## config.mk

```make
export PLATFORM = sky130hd
export DESIGN_NAME = tmp_alu
export DESIGN_NICKNAME = d
export VERILOG_FILES = /design/src/rtl/tmp_pkg.sv /design/src/rtl/tmp_alu.sv
export SDC_FILE = /design/constraint.sdc
export NUM_CORES = 2
export LEC_CHECK = 0
export BUFFER_PORTS_ARGS = -buffer_cell sky130_fd_sc_hd__buf_2
export CAP_MARGIN = 20
export CELL_PAD_IN_SITES_DETAIL_PLACEMENT = 0
export CELL_PAD_IN_SITES_GLOBAL_PLACEMENT = 1
export CORE_UTILIZATION = 47
export CTS_CLUSTER_SIZE = 25
export DETAILED_ROUTE_END_ITERATION = 6
export PLACE_DENSITY = 0.85
export SLEW_MARGIN = 10
export SYNTH_ARGS = -nofsm -noshare
export SYNTH_HDL_FRONTEND = slang
export SYNTH_SLANG_ARGS = --single-unit
export TNS_END_PERCENT = 30
```

## constraint.sdc

```tcl
create_clock -name clk -period 9.3 [get_ports clk]
set_input_delay 1.395 -clock clk [delete_from_list [all_inputs] [get_ports clk]]
set_output_delay 1.395 -clock clk [all_outputs]
set_load 0.02 [all_outputs]
```

## src/rtl/tmp_pkg.sv

```systemverilog
`default_nettype none
package tmp_pkg;

    typedef struct packed {
        logic               command;
        logic signed [31:0] start_position;
        logic signed [31:0] target_position;
        logic signed [31:0] start_velocity;
        logic signed [31:0] end_velocity;
        logic        [31:0] time_stamp;
    } tmp_in_t;

    typedef struct packed {
        logic signed [31:0] position;
        logic signed [31:0] velocity;
        logic signed [31:0] acceleration;
        logic        [1:0]  phase;
    } tmp_out_t;

    localparam logic       CMD_PLAN = 1'b0;
    localparam logic [1:0] REG_MAX_VELOCITY = 2'd0;
    localparam logic [1:0] REG_MAX_ACCEL    = 2'd1;
    localparam logic [1:0] PH_ACCEL  = 2'd0;
    localparam logic [1:0] PH_CRUISE = 2'd1;
    localparam logic [1:0] PH_DECEL  = 2'd2;
    localparam logic [1:0] PH_DONE   = 2'd3;

    localparam logic signed [31:0] S32_MAX = 32'sh7FFF_FFFF;
    localparam logic signed [31:0] S32_MIN = 32'sh8000_0000;

    // Shared unit operations.
    typedef enum logic [2:0] {
        OP_MUL,
        OP_DIV,
        OP_SQRT
    } tmp_op_t;

    typedef struct packed {
        logic               start;
        tmp_op_t            op;
        logic signed [66:0] a;
        logic signed [66:0] b;
    } tmp_req_t;

    typedef enum logic [1:0] {
        U_IDLE,
        U_BUSY,
        U_DONE
    } tmp_ustate_t;

    typedef enum logic [5:0] {
        S_IDLE,
        S_P_DIFF0, S_P_DIFF1, S_P_GAPDIV, S_P_GAP,
        S_P_DT1DIV, S_P_DT3DIV,
        S_P_X1A, S_P_X1B, S_P_X1C,
        S_P_X3A, S_P_X3B, S_P_X3C,
        S_P_NUM, S_P_LIN, S_P_HALF, S_P_SQRT,
        S_P_T1B, S_P_T3B, S_P_DT2,
        S_P_Y1A, S_P_Y1B, S_P_Y1C, S_P_Y2, S_P_FIN,
        S_E_SEL, S_E_M1, S_E_M2, S_E_M3, S_E_FIN,
        S_OUT
    } tmp_state_t;

    function automatic logic signed [31:0] sat32(input logic signed [66:0] v);
        if (v > 67'sd2147483647)
            return S32_MAX;
        else if (v < -67'sd2147483648)
            return S32_MIN;
        else
            return v[31:0];
    endfunction

endpackage
`default_nettype wire

```

## src/rtl/tmp_alu.sv

```systemverilog
`default_nettype none
// Shared multiply / divide / square-root unit. Multiplication is a
// shift-add, division restoring, square root one bit pair per cycle.
// Division and square root return truncated integer results.
module tmp_alu
    import tmp_pkg::*;
(
    input  wire logic               clk,
    input  wire logic               rst_n,
    input  wire tmp_req_t           req,
    output logic                    done,
    output logic signed [66:0]      result
);

    tmp_ustate_t state_reg, state_next;
    tmp_op_t     op_reg, op_next;
    logic [6:0]  cnt_reg, cnt_next;
    logic [65:0] acc_reg, acc_next;   // product / remainder / root work
    logic [65:0] opa_reg, opa_next;   // multiplicand / dividend / radicand
    logic [65:0] opb_reg, opb_next;   // multiplier / divisor
    logic [63:0] quo_reg, quo_next;
    logic        neg_reg, neg_next;

    logic [65:0] mag_a;
    logic [65:0] mag_b;
    logic [66:0] trial;
    logic [65:0] rem_sh;
    logic [65:0] sq_try;

    always_comb
    begin
        mag_a = req.a[66] ? 66'(-req.a) : req.a[65:0];
        mag_b = req.b[66] ? 66'(-req.b) : req.b[65:0];
        rem_sh = {acc_reg[64:0], opa_reg[63]};
        trial = {1'b0, rem_sh} - {1'b0, opb_reg};
        sq_try = {quo_reg, 2'b01};
    end

    always_ff @(posedge clk or negedge rst_n)
    begin
        if (!rst_n)
        begin
            state_reg <= U_IDLE;
        end
        else
        begin
            state_reg <= state_next;
        end
    end

    always_ff @(posedge clk)
    begin
        op_reg  <= op_next;
        cnt_reg <= cnt_next;
        acc_reg <= acc_next;
        opa_reg <= opa_next;
        opb_reg <= opb_next;
        quo_reg <= quo_next;
        neg_reg <= neg_next;
    end

    always_comb
    begin
        state_next = state_reg;
        op_next = op_reg;
        cnt_next = cnt_reg;
        acc_next = acc_reg;
        opa_next = opa_reg;
        opb_next = opb_reg;
        quo_next = quo_reg;
        neg_next = neg_reg;
        done = 1'b0;
        result = '0;
        case (state_reg)
            U_IDLE:
            begin
                if (req.start)
                begin
                    state_next = U_BUSY;
                    op_next = req.op;
                    acc_next = '0;
                    quo_next = '0;
                    neg_next = req.a[66] ^ req.b[66];
                    opa_next = mag_a;
                    opb_next = mag_b;
                    case (req.op)
                        OP_MUL:  cnt_next = 7'd33;
                        OP_DIV:
                        begin
                            cnt_next = 7'd64;
                            opa_next = {2'b00, mag_a[63:0]};
                        end
                        OP_SQRT:
                        begin
                            cnt_next = 7'd32;
                            neg_next = 1'b0;
                        end
                        default: cnt_next = 7'd1;
                    endcase
                end
            end
            U_BUSY:
            begin
                cnt_next = cnt_reg - 7'd1;
                case (op_reg)
                    OP_MUL:
                    begin
                        if (opb_reg[0])
                            acc_next = acc_reg + opa_reg;
                        opa_next = {opa_reg[64:0], 1'b0};
                        opb_next = {1'b0, opb_reg[65:1]};
                    end
                    OP_DIV:
                    begin
                        opa_next = {opa_reg[64:0], 1'b0};
                        if (!trial[66])
                        begin
                            acc_next = trial[65:0];
                            quo_next = {quo_reg[62:0], 1'b1};
                        end
                        else
                        begin
                            acc_next = rem_sh;
                            quo_next = {quo_reg[62:0], 1'b0};
                        end
                    end
                    OP_SQRT:
                    begin
                        opa_next = {opa_reg[63:0], 2'b00};
                        if ({acc_reg[63:0], opa_reg[63:62]} >= sq_try)
                        begin
                            acc_next = {acc_reg[63:0], opa_reg[63:62]} - sq_try;
                            quo_next = {quo_reg[62:0], 1'b1};
                        end
                        else
                        begin
                            acc_next = {acc_reg[63:0], opa_reg[63:62]};
                            quo_next = {quo_reg[62:0], 1'b0};
                        end
                    end
                    default: ;
                endcase
                if (cnt_reg == 7'd1)
                    state_next = U_DONE;
            end
            U_DONE:
            begin
                done = 1'b1;
                state_next = U_IDLE;
                case (op_reg)
                    OP_MUL:
                        result = neg_reg ? -$signed({1'b0, acc_reg}) : $signed({1'b0, acc_reg});
                    OP_DIV:
                        result = neg_reg ? -$signed({3'b000, quo_reg})
                                         : $signed({3'b000, quo_reg});
                    default:
                        result = $signed({3'b000, quo_reg});
                endcase
            end
            default: state_next = U_IDLE;
        endcase
    end

endmodule
`default_nettype wire

```

==> run_results.csv <==
group,metric,value,unit
global_routing,grtUsageTotal,0.319,
route,top_layer,"met5",
route,wirelength,116000,microns
final_layout,drive_gt1_frac,0.0863,
sta,max_slew_margin,0.321,
die,die_h,263,microns
flow_run,drv_cap,0,
synthesis,yosys.area_share.simple,0.212,
synthesis,synthAdderAreaFrac,0.0804,
route,drtIter0Drc,3612,
synthesis,synth_area,32100,sq um
clock_tree,hold_buffers,0,
synthesis,postSynthAreaPerCell,7.56,sq um
sta,whs,0.540,ns
global_routing,antenna_found_initial,5,
route,wire_per_inst,22.4,microns
route,route.met3.wl,9850,microns
route,wl_met1,54400,microns
final_layout,area.growth.synth_to_final,8.30,%
sta,finalCritPeriodShare,0.689,
placed_design,dp_slack,3.53,ns
global_routing,grt_overflow,0,
worst_setup_path,crit_path_start_kind,"flip-flop",
worst_setup_path,required,7.91,ns
sta,skew,0.0308,ns
synthesis,synth_flop_cell,"edfxtp_1",
die,ios,208,
route,num_vias,32700,
sta,layout_min_cycle_time,6.41,ns
clock_tree,clockBufferDepth,3,
worst_setup_path,cpPeakStageDelay,0.63,ns
route,wl_met2,48800,microns
worst_setup_path,cp_top_family,"simple AND/OR/NAND/NOR gates",
worst_setup_path,path_buf_inv,2,
worst_setup_path,crit_arrival,5.01,ns
synthesis,synth_compound_area_frac,0.277,
synthesis,synth_edf_count,273,
synthesis,synth.net_count,4592,
sta,rsz0062_at_grt,"false",
synthesis,synth.area.mux_share,0.0185,
placed_design,gp_congestion,1.01,
clock_tree,clock-sinks,275,
synthesis,ys.warnings.count,0,
die,std_cell_rows,95,
worst_setup_path,cp_slowest_cell,"nor4_1",
worst_setup_path,worstPathCellList,"inv_1 > ha_1 > or3b_2 > nor4_2 > nand4_1 > nor4_1 > nand3_1 > or4_1 > o31ai_1 > a21oi_1 > o32ai_1 > buf_2",
worst_setup_path,cp_max_fo,6,
worst_hold_path,hold_path.class,"reg -> reg",
run_status,status,"complete, no violations",
die,die_w,263,microns
global_routing,grt_pass1_vias,29600,
sta,layout_setup_ws,2.89,ns
synthesis,yosysSeqAreaShare,0.257,
clock_tree,cts_setup_buffers,0,
placed_design,placed_area,33700,sq um
sta,maxSlewViolCount,0,
worst_setup_path,end_kind,"output pin",
clock_tree,cts-htree-levels,2,
sta,timing.final.hold_violations,0,
synthesis,synth_top_cells_by_count,"546 x nand2_1, 403 x a21oi_1, 387 x nor2_1, 348 x o21ai_0, 273 x edfxtp_1",
synthesis,synth_top_family_by_area,"compound AO/OA/AOI/OAI gates",
clock_tree,cts_tree,"yes",
route,drt_pass1_iterations,6,
route,drc,0,
global_routing,grt_pass1_wl,174000,microns
global_routing,grt_max_degree,111,
synthesis,synth_xor_area_frac,0.103,
route,ant_nets,0,
route,viasPerCell,6.32,
placed_design,port_buffers,207,
placed_design,post-dp-hpwl,90900,microns
sta,final-setup-viol-count,0,
final_layout,final_cell_area,34800,sq um
clock_tree,cts_root_buffer,"clkbuf_16",
die,die_area,69400,sq um
synthesis,synth_top_area_share,0.255,
synthesis,ys_async_sr_fraction,0.00727,
sta,setup_tns,0,ns
worst_setup_path,worstSetupPathType,"reg -> out",
synthesis,synthCells,4247,
sta,worstMarginPinSlew,1.02,ns
clock_tree,clk-insertion-delay-late,0.57,ns
clock_tree,cts_resized,0,
synthesis,ys_seq_elements,275,
die,core,67400,sq um
clock_tree,cts-buffers-inserted,36,
synthesis,yosysTopAreaCell,"edfxtp_1",
synthesis,ys_top_cells_by_area,"edfxtp_1 26%, ha_1 7.9%, nand2_1 6.4%, a21oi_1 6.3%, xnor2_1 5.5%",
clock_tree,clk_pin_slew_worst_paths,0.06,ns
die,start_util,0.476,
synthesis,ys_types,82,
final_layout,nets,4618,
synthesis,yosysMostFrequentCell,"nand2_1",
sta,fmax,0.156,GHz
==> logic make-up (layout without fill, tap and decap cells) <==
logic type	count (synthesis)	after routing
XOR/XNOR	379	379
multiplexers	59	59
AND/OR/NAND/NOR	1461	1461
AO/OA/AOI/OAI	1422	1422
flip-flops	275	275
adder cells (fa/ha/maj)	205	205
other	0	2
buffers and inverters	446	496
==> routing by layer <==
metal  global-route usage  vias up
met1                0.482    15400
met3               0.0395      132
li1                     -    15700
met5                    0        -
met4               0.0776        2
met2                0.479     1443
==> worst min-delay path: stages, from the launching register on <==
cell and delay (ns):
edfxtp_1 0.34, nand2_1 0.05, o21ai_0 0.06
==> path summary, 6_finish.rpt <==
path	startpoint	endpoint	slack [ns]	depth (start not counted)
max	quo_reg[0]	result[60]	2.89	12
min	opb_reg[36]	opb_reg[35]	0.54	2
max reg2reg	opa_reg[63]	acc_reg[64]	3.83	16
min reg2reg	opb_reg[36]	opb_reg[35]	0.54	2
max in group asynchronous	rst_n	state_reg[0]	8.61	1
min in group asynchronous	rst_n	state_reg[1]	0.60	1
==> layout make-up <==
class                   instances  area, sq um
well taps                     873         1090
fillers                      6697        32600
clock inverters                20          166
diodes                          2         5.00
multi-input cells            3526        22300
flip-flops and latches        275         8250
inverters                     187          702
repair buffers                247         1340
clock buffers                  42          933
==> metrics by stage <==
stage / instances / utilization
CTS: 5169 / 0.516
finish: 5172 / 0.516
global route: 5171 / 0.516
floorplan: 4247 / -
detailed placement: 5107 / 0.499
global placement: 5107 / 0.499
==> placed cells by master, fill, tap and decap left out, drive strengths merged, types with 42 or more instances in the layout <==
cell type / n
a21o: 96
a21oi: 403
a31oi: 101
buf: 247
clkbuf: 42
edfxtp: 273
ha: 203
inv: 188
mux2i: 57
nand2: 546
nand3: 82
nand4: 83
nor2: 387
nor3: 82
o21ai: 351
o21bai: 49
o22ai: 42
o31ai: 100
or3: 54
xnor2: 203
xor2: 176
Power is not shown: default switching activity piles up to over one toggle a cycle in this logic, so the estimate is an artifact.
